[src/rtl/cartesian_grid_sequencer_unit_defines.svh]
// ---------------------------------------------------------------------------
// Cartesian grid sequencer assertion macros
// Shared concurrent assertion helpers; empty under synthesis.
// ---------------------------------------------------------------------------
`ifndef CARTESIAN_GRID_SEQUENCER_UNIT_DEFINES_SVH
`define CARTESIAN_GRID_SEQUENCER_UNIT_DEFINES_SVH

`ifndef SYNTHESIS
// Same-cycle implication, checked outside reset.
`define CGS_ASSERT_IMPLY(label, clk, rst_n, ante, cons) \
    label: assert property (@(posedge clk) disable iff (!rst_n) (ante) |-> (cons)) \
        else $error("cgs implication check failed");
// Next-cycle implication, checked outside reset.
`define CGS_ASSERT_NEXT(label, clk, rst_n, ante, cons) \
    label: assert property (@(posedge clk) disable iff (!rst_n) (ante) |=> (cons)) \
        else $error("cgs next-cycle check failed");
`else
`define CGS_ASSERT_IMPLY(label, clk, rst_n, ante, cons)
`define CGS_ASSERT_NEXT(label, clk, rst_n, ante, cons)
`endif

`endif

[src/rtl/cgs_pkg.sv]
// ---------------------------------------------------------------------------
// Cartesian grid sequencer package
// Widths, reset values, register indexes and gate mode codes.
// ---------------------------------------------------------------------------
package cgs_pkg;

    localparam int LANES             = 4;
    localparam int GRID_SIZE_DEFAULT = 4;
    localparam int CELL_W            = 4;
    localparam int GRID_CELLS        = 16;
    localparam int CFG_IDX_W         = 2;
    localparam int CFG_DATA_W        = 16;
    localparam int PULSE_W           = 16;

    localparam logic [PULSE_W-1:0] PULSE_TICKS_RESET = 16'd48;
    localparam logic [1:0]         RUN_RESET         = 2'b11;

    // Configuration register indexes
    typedef enum logic [CFG_IDX_W-1:0] {
        REG_GATE_MODE   = 2'd0,
        REG_IGNORE_GATE = 2'd1,
        REG_PULSE_TICKS = 2'd2
    } cfg_reg_t;

    // Gate filter modes; the unused code behaves as continuous
    typedef enum logic [1:0] {
        GATE_TRIGGER    = 2'd0,
        GATE_RETRIGGER  = 2'd1,
        GATE_CONTINUOUS = 2'd2
    } gate_mode_t;

endpackage

[src/rtl/cartesian_grid_sequencer_unit.sv]
// ---------------------------------------------------------------------------
// Cartesian grid sequencer unit
// Four-lane step sequencer over a grid of gated cells, one sample tick per item.
// ---------------------------------------------------------------------------
// Each input item is one sample tick of thresholded levels. The unit takes
// one item every clock cycle and gives one result item per input item in the
// cycle after acceptance. All edge detection, cursor moves, pulse timing and
// gate lookup run in one pass of small logic ahead of a single result
// register; in_ready drops only while that register holds a result the
// downstream side has not yet taken. Configuration registers (gate mode,
// pitch ignore flag, pulse length) are written through cfg_we/cfg_index/
// cfg_data and should be changed only while the unit is idle. GRID_SIZE sets
// where the cursors wrap; cell indices keep four cells per row and are
// reported modulo 16.
`include "cartesian_grid_sequencer_unit_defines.svh"

module cartesian_grid_sequencer_unit
    import cgs_pkg::*;
#(
    parameter int GRID_SIZE = GRID_SIZE_DEFAULT
) (
    input  logic                  clk,
    input  logic                  rst_n,

    // configuration write port
    input  logic                  cfg_we,
    input  logic [CFG_IDX_W-1:0]  cfg_index,
    input  logic [CFG_DATA_W-1:0] cfg_data,

    // input item channel
    input  logic                  in_valid,
    output logic                  in_ready,
    input  logic                  run_line_level,
    input  logic                  run_column_level,
    input  logic                  reset_all_line_level,
    input  logic                  reset_all_column_level,
    input  logic [LANES-1:0]      reset_line_levels,
    input  logic [LANES-1:0]      reset_column_levels,
    input  logic [LANES-1:0]      right_levels,
    input  logic [LANES-1:0]      left_levels,
    input  logic [LANES-1:0]      down_levels,
    input  logic [LANES-1:0]      up_levels,
    input  logic [15:0]           clock_patched,
    input  logic [15:0]           gate_button_levels,

    // result item channel
    output logic                  out_valid,
    input  logic                  out_ready,
    output logic [LANES-1:0]      vertical_gates,
    output logic [LANES-1:0]      horizontal_gates,
    output logic [15:0]           vertical_cells,
    output logic [15:0]           horizontal_cells,
    output logic [LANES-1:0]      vertical_pitch_update,
    output logic [LANES-1:0]      horizontal_pitch_update,
    output logic [15:0]           gate_states,
    output logic [1:0]            running_flags
);

    localparam int POS_W = (GRID_SIZE > 1) ? $clog2(GRID_SIZE) : 1;
    localparam logic [POS_W-1:0] LAST_POS = POS_W'(GRID_SIZE - 1);

    // -----------------------------------------------------------------------
    // Cursor step helpers: wrap at the last grid position
    // -----------------------------------------------------------------------
    function automatic logic [POS_W-1:0] step_fwd(input logic [POS_W-1:0] p);
        return (p >= LAST_POS) ? '0 : POS_W'(p + 1'b1);
    endfunction

    function automatic logic [POS_W-1:0] step_back(input logic [POS_W-1:0] p);
        return (p == '0) ? LAST_POS : POS_W'(p - 1'b1);
    endfunction

    // -----------------------------------------------------------------------
    // Configuration registers
    // -----------------------------------------------------------------------
    logic [1:0]         gate_mode_reg;
    logic               ignore_gate_reg;
    logic [PULSE_W-1:0] pulse_ticks_reg;

    always_ff @(posedge clk or negedge rst_n)
    begin
        if (!rst_n)
        begin
            gate_mode_reg   <= GATE_TRIGGER;
            ignore_gate_reg <= 1'b0;
            pulse_ticks_reg <= PULSE_TICKS_RESET;
        end
        else if (cfg_we)
        begin
            case (cfg_index)
                REG_GATE_MODE:   gate_mode_reg   <= cfg_data[1:0];
                REG_IGNORE_GATE: ignore_gate_reg <= cfg_data[0];
                REG_PULSE_TICKS: pulse_ticks_reg <= cfg_data[PULSE_W-1:0];
                default:         ; // drop writes beyond the register list
            endcase
        end
    end

    // -----------------------------------------------------------------------
    // Sequencer state
    // -----------------------------------------------------------------------
    logic [3:0]           glob_hist_reg,  glob_hist_next;
    logic [2*LANES-1:0]   lres_hist_reg,  lres_hist_next;
    logic [15:0]          clk_hist_reg,   clk_hist_next;
    logic [15:0]          btn_hist_reg,   btn_hist_next;
    logic [POS_W-1:0]     hpos_reg [LANES];
    logic [POS_W-1:0]     hpos_next [LANES];
    logic [POS_W-1:0]     vpos_reg [LANES];
    logic [POS_W-1:0]     vpos_next [LANES];
    logic [GRID_CELLS-1:0] gates_reg,     gates_next;
    logic [1:0]           run_reg,        run_next;
    logic [PULSE_W-1:0]   pulse_rem_reg,  pulse_rem_next;

    // result register
    logic                 out_valid_reg;
    logic [LANES-1:0]     vg_reg, hg_reg, vp_reg, hp_reg;
    logic [15:0]          vc_reg, hc_reg;
    logic [LANES-1:0]     vg_next, hg_next, vp_next, hp_next;
    logic [15:0]          vc_next, hc_next;

    logic                 accept;

    // combinational intermediates
    logic [3:0]           glob_lvl;
    logic [3:0]           glob_rise;
    logic [2*LANES-1:0]   lres_lvl;
    logic [2*LANES-1:0]   lres_rise;
    logic [15:0]          clk_lvl;
    logic [15:0]          clk_mask;
    logic [15:0]          clk_rise;
    logic [PULSE_W-1:0]   pulse_loaded;
    logic                 pulse;
    logic                 pos_in_range;

    // Accept a new item whenever the result register is free or draining
    assign in_ready = !out_valid_reg || out_ready;
    assign accept   = in_valid && in_ready;

    always_comb
    begin
        logic [CELL_W-1:0] vcell;
        logic [CELL_W-1:0] hcell;
        logic              gv;
        logic              gh;

        // run button edges toggle the run flags
        glob_lvl       = {reset_all_column_level, reset_all_line_level,
                          run_column_level, run_line_level};
        glob_rise      = glob_lvl & ~glob_hist_reg;
        glob_hist_next = glob_lvl;
        run_next       = run_reg ^ glob_rise[1:0];

        // lane reset edges
        lres_lvl       = {reset_column_levels, reset_line_levels};
        lres_rise      = lres_lvl & ~lres_hist_reg;
        lres_hist_next = lres_lvl;

        // sample only patched clocks whose axis runs; hold the rest
        clk_lvl       = {up_levels, down_levels, left_levels, right_levels};
        clk_mask      = {clock_patched[15:8] & {8{run_next[1]}},
                         clock_patched[7:0]  & {8{run_next[0]}}};
        clk_rise      = clk_lvl & ~clk_hist_reg & clk_mask;
        clk_hist_next = (clk_hist_reg & ~clk_mask) | (clk_lvl & clk_mask);

        // reset first, then right, left, down, up
        pos_in_range = 1'b1;
        for (int i = 0; i < LANES; i++)
        begin
            hpos_next[i] = (lres_rise[i] || glob_rise[2]) ? '0 : hpos_reg[i];
            vpos_next[i] = (lres_rise[i+LANES] || glob_rise[3]) ? '0 : vpos_reg[i];
            if (clk_rise[i])
                hpos_next[i] = step_fwd(hpos_next[i]);
            if (clk_rise[i+LANES])
                hpos_next[i] = step_back(hpos_next[i]);
            if (clk_rise[i+2*LANES])
                vpos_next[i] = step_fwd(vpos_next[i]);
            if (clk_rise[i+3*LANES])
                vpos_next[i] = step_back(vpos_next[i]);
            pos_in_range = pos_in_range && (hpos_reg[i] <= LAST_POS)
                                        && (vpos_reg[i] <= LAST_POS);
        end

        // any move (even a cancelled one) restarts the pulse
        pulse_loaded   = ((|clk_rise) && (pulse_ticks_reg > pulse_rem_reg))
                         ? pulse_ticks_reg : pulse_rem_reg;
        pulse          = (pulse_loaded != '0);
        pulse_rem_next = pulse ? PULSE_W'(pulse_loaded - 1'b1) : pulse_loaded;

        // gate buttons toggle cell gates
        btn_hist_next = gate_button_levels;
        gates_next    = gates_reg ^ (gate_button_levels & ~btn_hist_reg);

        // per-lane results
        vg_next = '0;
        hg_next = '0;
        vp_next = '0;
        hp_next = '0;
        vc_next = '0;
        hc_next = '0;
        for (int i = 0; i < LANES; i++)
        begin
            vcell = CELL_W'(i) + (CELL_W'(vpos_next[i]) << 2);
            hcell = CELL_W'(hpos_next[i]) + CELL_W'(i << 2);
            // vertical lanes follow the line-run flag
            gv = run_next[0] && gates_next[vcell];
            gh = run_next[1] && gates_next[hcell];
            case (gate_mode_reg)
                GATE_TRIGGER:
                begin
                    gv = gv && pulse;
                    gh = gh && pulse;
                end
                GATE_RETRIGGER:
                begin
                    gv = gv && !pulse;
                    gh = gh && !pulse;
                end
                default: ; // continuous: gate passes as is
            endcase
            vg_next[i] = gv;
            hg_next[i] = gh;
            vp_next[i] = gv || ignore_gate_reg;
            hp_next[i] = gh || ignore_gate_reg;
            vc_next[CELL_W*i +: CELL_W] = vcell;
            hc_next[CELL_W*i +: CELL_W] = hcell;
        end
    end

    // Advance state only on an accepted item
    always_ff @(posedge clk or negedge rst_n)
    begin
        if (!rst_n)
        begin
            glob_hist_reg <= '0;
            lres_hist_reg <= '0;
            clk_hist_reg  <= '0;
            btn_hist_reg  <= '0;
            gates_reg     <= '0;
            run_reg       <= RUN_RESET;
            pulse_rem_reg <= '0;
            for (int i = 0; i < LANES; i++)
            begin
                hpos_reg[i] <= '0;
                vpos_reg[i] <= '0;
            end
        end
        else if (accept)
        begin
            glob_hist_reg <= glob_hist_next;
            lres_hist_reg <= lres_hist_next;
            clk_hist_reg  <= clk_hist_next;
            btn_hist_reg  <= btn_hist_next;
            gates_reg     <= gates_next;
            run_reg       <= run_next;
            pulse_rem_reg <= pulse_rem_next;
            for (int i = 0; i < LANES; i++)
            begin
                hpos_reg[i] <= hpos_next[i];
                vpos_reg[i] <= vpos_next[i];
            end
        end
    end

    // Result valid: set on accept, drop when taken without a new item
    always_ff @(posedge clk or negedge rst_n)
    begin
        if (!rst_n)
            out_valid_reg <= 1'b0;
        else if (accept)
            out_valid_reg <= 1'b1;
        else if (out_ready)
            out_valid_reg <= 1'b0;
    end

    // Result payload: load on accept, hold otherwise
    always_ff @(posedge clk)
    begin
        if (accept)
        begin
            vg_reg <= vg_next;
            hg_reg <= hg_next;
            vp_reg <= vp_next;
            hp_reg <= hp_next;
            vc_reg <= vc_next;
            hc_reg <= hc_next;
        end
    end

    assign out_valid               = out_valid_reg;
    assign vertical_gates          = vg_reg;
    assign horizontal_gates        = hg_reg;
    assign vertical_cells          = vc_reg;
    assign horizontal_cells        = hc_reg;
    assign vertical_pitch_update   = vp_reg;
    assign horizontal_pitch_update = hp_reg;
    // state registers already hold this item's values until the next accept
    assign gate_states             = gates_reg;
    assign running_flags           = run_reg;

    // -----------------------------------------------------------------------
    // Assertions
    // -----------------------------------------------------------------------
    `CGS_ASSERT_NEXT(a_accept_gives_result, clk, rst_n, accept, out_valid)
    `CGS_ASSERT_IMPLY(a_vgate_needs_line_run, clk, rst_n, out_valid && !running_flags[0], vertical_gates == '0)
    `CGS_ASSERT_IMPLY(a_hgate_needs_col_run, clk, rst_n, out_valid && !running_flags[1], horizontal_gates == '0)
    `CGS_ASSERT_IMPLY(a_pitch_covers_gate, clk, rst_n, out_valid, ((vertical_pitch_update & vertical_gates) == vertical_gates) && ((horizontal_pitch_update & horizontal_gates) == horizontal_gates))
    `CGS_ASSERT_IMPLY(a_cursor_in_grid, clk, rst_n, 1'b1, pos_in_range)

endmodule

[config.mk]
export PLATFORM = sky130hd
export DESIGN_NAME = cartesian_grid_sequencer_unit
export DESIGN_NICKNAME = d
export VERILOG_FILES = /design/src/rtl/cgs_pkg.sv /design/src/rtl/cartesian_grid_sequencer_unit.sv
export VERILOG_INCLUDE_DIRS = /design/src /design/src/rtl
export SDC_FILE = /design/constraint.sdc
export NUM_CORES = 1
export LEC_CHECK = 0
export ABC_AREA = 1
export BUFFER_PORTS_ARGS = -buffer_cell sky130_fd_sc_hd__buf_4
export CAP_MARGIN = 20
export CELL_PAD_IN_SITES_DETAIL_PLACEMENT = 1
export CELL_PAD_IN_SITES_GLOBAL_PLACEMENT = 2
export CORE_MARGIN = 3
export CORE_UTILIZATION = 33
export CTS_CLUSTER_SIZE = 28
export DETAILED_ROUTE_END_ITERATION = 16
export HOLD_SLACK_MARGIN = 0.12
export PLACE_DENSITY_LB_ADDON = 0.12
export SETUP_SLACK_MARGIN = 0.4
export SLEW_MARGIN = 20
export SYNTH_ARGS = -nofsm -noshare
export SYNTH_HDL_FRONTEND = slang
export SYNTH_SLANG_ARGS = --single-unit
[constraint.sdc]
create_clock -name clk -period 3.7 [get_ports clk]
set_input_delay 0.74 -clock clk [delete_from_list [all_inputs] [get_ports clk]]
set_output_delay 0.74 -clock clk [all_outputs]
set_load 0.005 [all_outputs]
==> impl_metrics.env, run 1 <==
export IMPL_ctsHtreeMaxLevel=4
export IMPL_fmax_mhz=326
export IMPL_synth_area_per_cell_sq_um=8.01
export IMPL_critPathRequiredTime_ns=3.87
export IMPL_routed_wl_um=24500
export IMPL_tns_ns=0
export IMPL_drtPass1Iterations=4
export IMPL_max_cap_violations=0
export IMPL_insertion_delay_ns=0.43
export IMPL_clock_path_buffers=2
export IMPL_grt_pass1_vias=7065
export IMPL_ys_ff_latch=146
export IMPL_cellPowerDensity_nw_per_um2=759
export IMPL_crit_type="flop to flop"
export IMPL_fin_skew_ns=0.0113
export IMPL_grt_pass1_wl_um=38500
export IMPL_clock_root_buffer="clkbuf_16"
export IMPL_drtIter0Drc=298
export IMPL_start_kind="flop"
export IMPL_rows=57
export IMPL_drive_above_1_share_pct=23.5
export IMPL_yosysWarnings=0
export IMPL_rsz0062_at_grt="no"
export IMPL_io_buffers=134
export IMPL_syn_area_sq_um=8270
export IMPL_cts_clk_slew_worst_paths_ns=0.07
export IMPL_grt_start_max_net_pins=103
export IMPL_gp_congestion=0.839
export IMPL_final_cells=1520
export IMPL_hold_viol=0
export IMPL_viasPerCell=4.63
export IMPL_worstPathArrival_ns=3.24
export IMPL_yosysUniqueCellTypes=41
export IMPL_n_fill_cell=2948
export IMPL_synth_area_leaders="dfrtp_1 (33%), nand2_1 (12%), edfxtp_1 (12%)"
export IMPL_layout_nets=1284
export IMPL_track_usage_pct=18.5
export IMPL_dieArea_sq_um=27000
export IMPL_drc_errors=0
export IMPL_finalCriticalPeriod_ns=3.07
export IMPL_drtAntennaViolNets=0
export IMPL_slew_violations=0
export IMPL_num_vias=7038
export IMPL_synth_area_leader_cell="dfrtp_1"
export IMPL_hold_path_class="primary input to asynchronous set/reset pin"
export IMPL_core_area_sq_um=24500
export IMPL_numClockSinks=146
export IMPL_end_kind="flop"
export IMPL_pin_count=151
export IMPL_die_h_um=164
export IMPL_initial_core_util_pct=33.8
export IMPL_final_core_util_pct=42.7
export IMPL_die_w_um=164
export IMPL_wire_per_inst_um=16.1
export IMPL_dp_cells=1478
export IMPL_worstMarginPinSlew_ns=0.915
export IMPL_synthToLayoutAreaGrowth_pct=26.4
export IMPL_synthCells=1033
export IMPL_cts_buffers=17
export IMPL_finalCritPeriodShare_pct=82.8
export IMPL_synth_yosys_seq_area_share_pct=46.2
export IMPL_p_leak_nw=5.16
export IMPL_ir_worst_vdd_uv=269
export IMPL_grt_overflow_total=0
export IMPL_status="finished, final reports clean"
export IMPL_place_hpwl_um=18600
export IMPL_setup_viol=0
export IMPL_num_antenna_cells=0
export IMPL_critPathMaxFanout=12
export IMPL_grt_antenna_before_repair=0
export IMPL_cts_tree="yes"
export IMPL_synth_top_area_share_pct=33.3
export IMPL_relSlewSlack_pct=38.8
==> cell usage in the layout (no fill, tap or decap), types with 10 or more instances in the layout <==
cell,n
a31oi_1,15
nand2_2,21
nand3_1,53
ha_1,15
conb_1,16
dfrtp_1,110
mux2_2,13
nor2_2,10
edfxtp_1,32
a21oi_1,22
inv_1,137
buf_4,153
clkbuf_16,17
xnor2_1,17
nor2_1,76
nand2_1,257
xor2_1,19
o21ai_0,102
or2_2,12
nor3b_1,10
==> worst max-delay path: stages (launching register included) <==
cell     delay [ns]
dfrtp_1        0.39
inv_1          0.06
ha_1           0.28
nand2_1        0.07
nor2_2         0.12
nand4_1        0.14
nor3_2         0.28
a21oi_4        0.06
buf_12         0.15
buf_12         0.12
nand2_8        0.11
nand2_2        0.08
o21ai_4        0.10
ha_4           0.16
nand3_1        0.08
nor2_2         0.12
nand2_2        0.08
nand2_2        0.07
nand3_4        0.15
nand2_2        0.12
nand2_1        0.05
==> power breakdown <==
group          total (W)  switching [W]  internal (W)  leakage [nW]
Combinational    0.00376        0.00231       0.00145          3.15
Clock            0.00177       0.000783      0.000988         0.295
Sequential       0.00241       0.000292       0.00211          1.71
Total            0.00794        0.00339       0.00455          5.16
==> through the flow <==
stage,setup slack (ns),power (W),hold WS (ns),instance area [sq um]
after floorplan,0.770,0.00465,0.444,8320
final,0.635,0.00794,0.302,10500
after global placement,0.279,0.00579,0.459,9620
after global routing,0.387,0.00864,0.339,10500
after detailed placement,0.227,0.00583,0.468,9620
after CTS,0.419,0.00764,0.318,10200
==> synth_stat cells (all sizes together) <==
| cell type | count |
|---|---|
| a21o | 1 |
| a21oi | 24 |
| a31oi | 15 |
| buf | 28 |
| clkbuf | 16 |
| conb | 2 |
| dfrtp | 110 |
| dfstp | 4 |
| edfxtp | 32 |
| ha | 18 |
| inv | 144 |
| mux2 | 13 |
| nand2 | 281 |
| nand3 | 56 |
| nand3b | 9 |
| nand4 | 4 |
| nor2 | 91 |
| nor3 | 7 |
| nor3b | 10 |
| nor4 | 3 |
| o211ai | 5 |
| o21ai | 109 |
| o21bai | 2 |
| o31ai | 1 |
| or2 | 12 |
| xnor2 | 17 |
| xor2 | 19 |
==> final timing paths <==
| kind | start | end | slack, ns | depth (start not counted) |
|---|---|---|---|---|
| min in group clk | btn_hist_reg[12] | btn_hist_reg[12] | 0.48 | 2 |
| max in group asynchronous | rst_n | pulse_rem_reg[10] | 2.55 | 2 |
| min | rst_n | pulse_ticks_reg[12] | 0.30 | 1 |
| min reg2reg | btn_hist_reg[12] | btn_hist_reg[12] | 0.48 | 2 |
| max | pulse_rem_reg[5] | vertical_pitch_update[3] | 0.63 | 20 |
| max reg2reg | pulse_rem_reg[5] | vertical_pitch_update[3] | 0.63 | 20 |
==> timing repair <==
item                       in CTS  in global routing
setup buffers                   0                  8
setup endpoints to repair       0                 32
hold endpoints to repair        0                  0
hold buffers                    0                  0
resized for setup               0                 24
==> cell type report <==
cell class | count | area, sq um | area share [%]
repair buffers | 159 | 1260 | 12.1
inverters | 144 | 541 | 5.17
well taps | 324 | 405 | 3.88
multi-input cells | 715 | 3830 | 36.6
clock inverters | 13 | 143 | 1.36
clock buffers | 19 | 453 | 4.33
flip-flops and latches | 146 | 3820 | 36.5
==> kinds of logic (layout without fill, tap and decap cells) <==
logic type,after synthesis,after routing,synth area share [%]
XOR/XNOR,36,36,3.81
other,2,16,0.0908
flip-flops,146,146,46.2
multiplexers,13,13,1.77
adder cells (fa/ha/maj),18,18,2.72
buffers and inverters,188,335,9.86
AND/OR/NAND/NOR,473,475,25.4
AO/OA/AOI/OAI,157,157,10.2
==> per-layer routing <==
layer / vias up / part of all wire (%) / global-route usage, %
met5: - / 0 / 0
met4: 0 / 0.83 / 4.15
met3: 14 / 4.5 / 3.83
met2: 151 / 46 / 28.3
met1: 3304 / 49 / 26.8
li1: 3569 / - / -
(Power assumes the default switching activity.)
==> run 2: changes to the inputs <==
- clock period: 3.7 -> 2.85 ns (I/O delays scaled with it)
==> run 2 against run 1 <==
Worst hold slack got worse by 0.15 ns. Largest cell class unchanged. Critical path type unchanged. The run now ends with negative setup slack left. Clock skew rose by 0.0015 ns. Flip-flop and latch count did not move. Sequential power rose by 29%. Critical path depth fell by 1. Non-clock buffer count rose by 152. Final cell count rose by 10%.
==> impl_metrics.env, run 2 (synthesis results as in run 1) <==
export IMPL_layout_setup_ws_ns=-0.135
export IMPL_violations="negative setup slack"
export IMPL_critPathRequiredTime_ns=3.03
export IMPL_stdcell_area_sq_um=12000
export IMPL_p_int_w=0.00733
export IMPL_ir_worst_vdd_uv=459
export IMPL_viasPerCell=4.65
export IMPL_numClockSinks=146
export IMPL_hold_buffers=0
export IMPL_grt_pass1_vias=8157
export IMPL_cts_tree="yes"
export IMPL_layout_commonest_cell="buf_4"
export IMPL_finalCriticalPeriod_ns=2.99
export IMPL_combPwrFrac_pct=57.5
export IMPL_num_antenna_cells=0
export IMPL_drtAntennaViolNets=0
export IMPL_drtPass1Iterations=5
export IMPL_die_w_um=164
export IMPL_fin_hold_ws_ns=0.151
export IMPL_ctsHtreeMaxLevel=4
export IMPL_drive_above_1_share_pct=36.8
export IMPL_cellPowerDensity_nw_per_um2=1050
export IMPL_grt_overflow_total=0
export IMPL_die_h_um=164
export IMPL_p_sw_share_pct=42.1
export IMPL_pin_count=151
export IMPL_setup_viol=31
export IMPL_end_kind="flop"
export IMPL_grt_antenna_before_repair=0
export IMPL_core_area_sq_um=24500
export IMPL_fmax_mhz=335
export IMPL_rows=57
export IMPL_clock_path_buffers=2
export IMPL_slew_violations=0
export IMPL_p_switching_w=0.00532
export IMPL_relSlewSlack_pct=50.4
export IMPL_dieArea_sq_um=27000
export IMPL_routed_wl_um=27400
export IMPL_p_leak_nw=5.97
export IMPL_worstPathArrival_ns=3.17
export IMPL_wire_per_inst_um=16.4
export IMPL_hold_path_class="primary input to asynchronous set/reset pin"
export IMPL_r2r_start="pulse_rem_reg[12]"
export IMPL_finalCritPeriodShare_pct=105
export IMPL_drc_errors=0
export IMPL_clock_root_buffer="clkbuf_16"
export IMPL_wl_met2_um=13000
export IMPL_final_cell_mix="buf_4 (294), nand2_1 (231), inv_1 (131)"
export IMPL_hold_viol=0
export IMPL_p_seq_share_pct=24.5
export IMPL_track_usage_pct=20.5
export IMPL_crit_path_start="pulse_rem_reg[12]"
export IMPL_insertion_delay_ns=0.44
export IMPL_start_kind="flop"
export IMPL_critPathMaxFanout=8
export IMPL_cts_buffers=17
export IMPL_power_frac_clock_pct=17.9
export IMPL_initial_core_util_pct=33.8
export IMPL_fin_skew_ns=0.0128
export IMPL_gp_congestion=0.805
export IMPL_synthToLayoutAreaGrowth_pct=45.2
export IMPL_wl_met3_um=1140
export IMPL_place_hpwl_um=19900
export IMPL_grt_pass1_wl_um=42900
export IMPL_crit_type="flop to flop"
export IMPL_rsz0062_at_grt="yes"
export IMPL_num_vias=7771
export IMPL_worstMarginPinSlew_ns=0.744
export IMPL_place_area_sq_um=10700
export IMPL_wl_met1_um=12900
export IMPL_io_buffers=134
export IMPL_grt_start_max_net_pins=77
export IMPL_layout_nets=1436
export IMPL_status="finished, violations left"
export IMPL_cts_clk_slew_worst_paths_ns=0.07
export IMPL_highest_layer="met4"
export IMPL_max_cap_violations=0
export IMPL_drtIter0Drc=363
run 2: cell types whose count changed in the layout (fill, tap and decap cells not counted), moves of 7 or more:
cell,change
nor2_1,-13
ha_1,-7
buf_6,+11
nand3_1,-8
nand2_1,-26
nand2_2,+19
buf_4,+141
nand2_4,+8
nor2_4,+13
run 2: metal layers:
layer | vias to the layer above | global-route usage, %
met5 | - | 0
met4 | 0 | 4.69
met3 | 25 | 3.71
met2 | 142 | 33.1
met1 | 3735 | 28.8
li1 | 3869 | -
run 2: timing repair:
action                     CTS  global route
buffers inserted            15             6
resized for setup           94            33
gates cloned                 3             0
setup endpoints to repair   32            36
pin swaps                   37            26
run 2: power by group through the flow:
| stage | Sequential [W] | Combinational, W | Clock [W] |
|---|---|---|---|
| 2_1_floorplan | 0.00306 | 0.00302 | 0 |
| 3_3_place_gp | 0.00310 | 0.00565 | 0 |
| 3_5_place_dp | 0.00312 | 0.00576 | 0 |
| 4_1_cts | 0.00310 | 0.00686 | 0.00233 |
| 5_1_grt | 0.00317 | 0.00803 | 0.00242 |
| 6_report | 0.00310 | 0.00728 | 0.00227 |
run 2: path summary, 6_finish.rpt:
kind / endpoint / slack, ns / depth (start not counted)
setup / recovery: horizontal_pitch_update[1] / -0.14 / 19
max in group asynchronous: running_flags[0] / 1.97 / 2
hold / removal: pulse_ticks_reg[12] / 0.15 / 1
setup reg to reg: horizontal_pitch_update[1] / -0.14 / 19
hold reg to reg: btn_hist_reg[2] / 0.48 / 2
min in group clk: glob_hist_reg[1] / 0.36 / 3
run 2: metrics by stage:
stage	TNS [ns]	util [%]	power [W]	instances	setup slack, ns
2_1_floorplan	0	-	0.00608	1047	0.125
3_3_place_gp	-10.26	43.7	0.00875	1616	-0.397
3_5_place_dp	-12.95	43.7	0.00887	1616	-0.505
4_1_cts	-1.20	48.3	0.0123	1666	-0.0868
5_1_grt	-8.70	49.1	0.0136	1672	-0.332
6_report	-2.18	49.1	0.0126	1672	-0.135
run 2: cell type report:
type                            instances  area, sq um
Timing Repair Buffer                  311         2450
Clock inverter                         12          111
Multi-Input combinational cell        715         4200
Clock buffer                           20          478
Fill cell                            2971        12400
Inverter                              144          551
Sequential cell                       146         3820
Tap cell                              324          405
run 2: critical path, cell delays in order (launching register included):
cell	delay, ns
dfrtp_1	0.38
inv_2	0.07
ha_4	0.26
nand4_1	0.11
buf_6	0.16
buf_4	0.14
nor3_4	0.21
a21oi_4	0.09
buf_6	0.15
buf_12	0.14
nand3_2	0.06
nand2_2	0.08
nor2_4	0.18
nand2_4	0.08
nor2_4	0.13
nand2_2	0.08
nand2_2	0.09
nand3_4	0.15
nand2_2	0.12
nand2_1	0.05
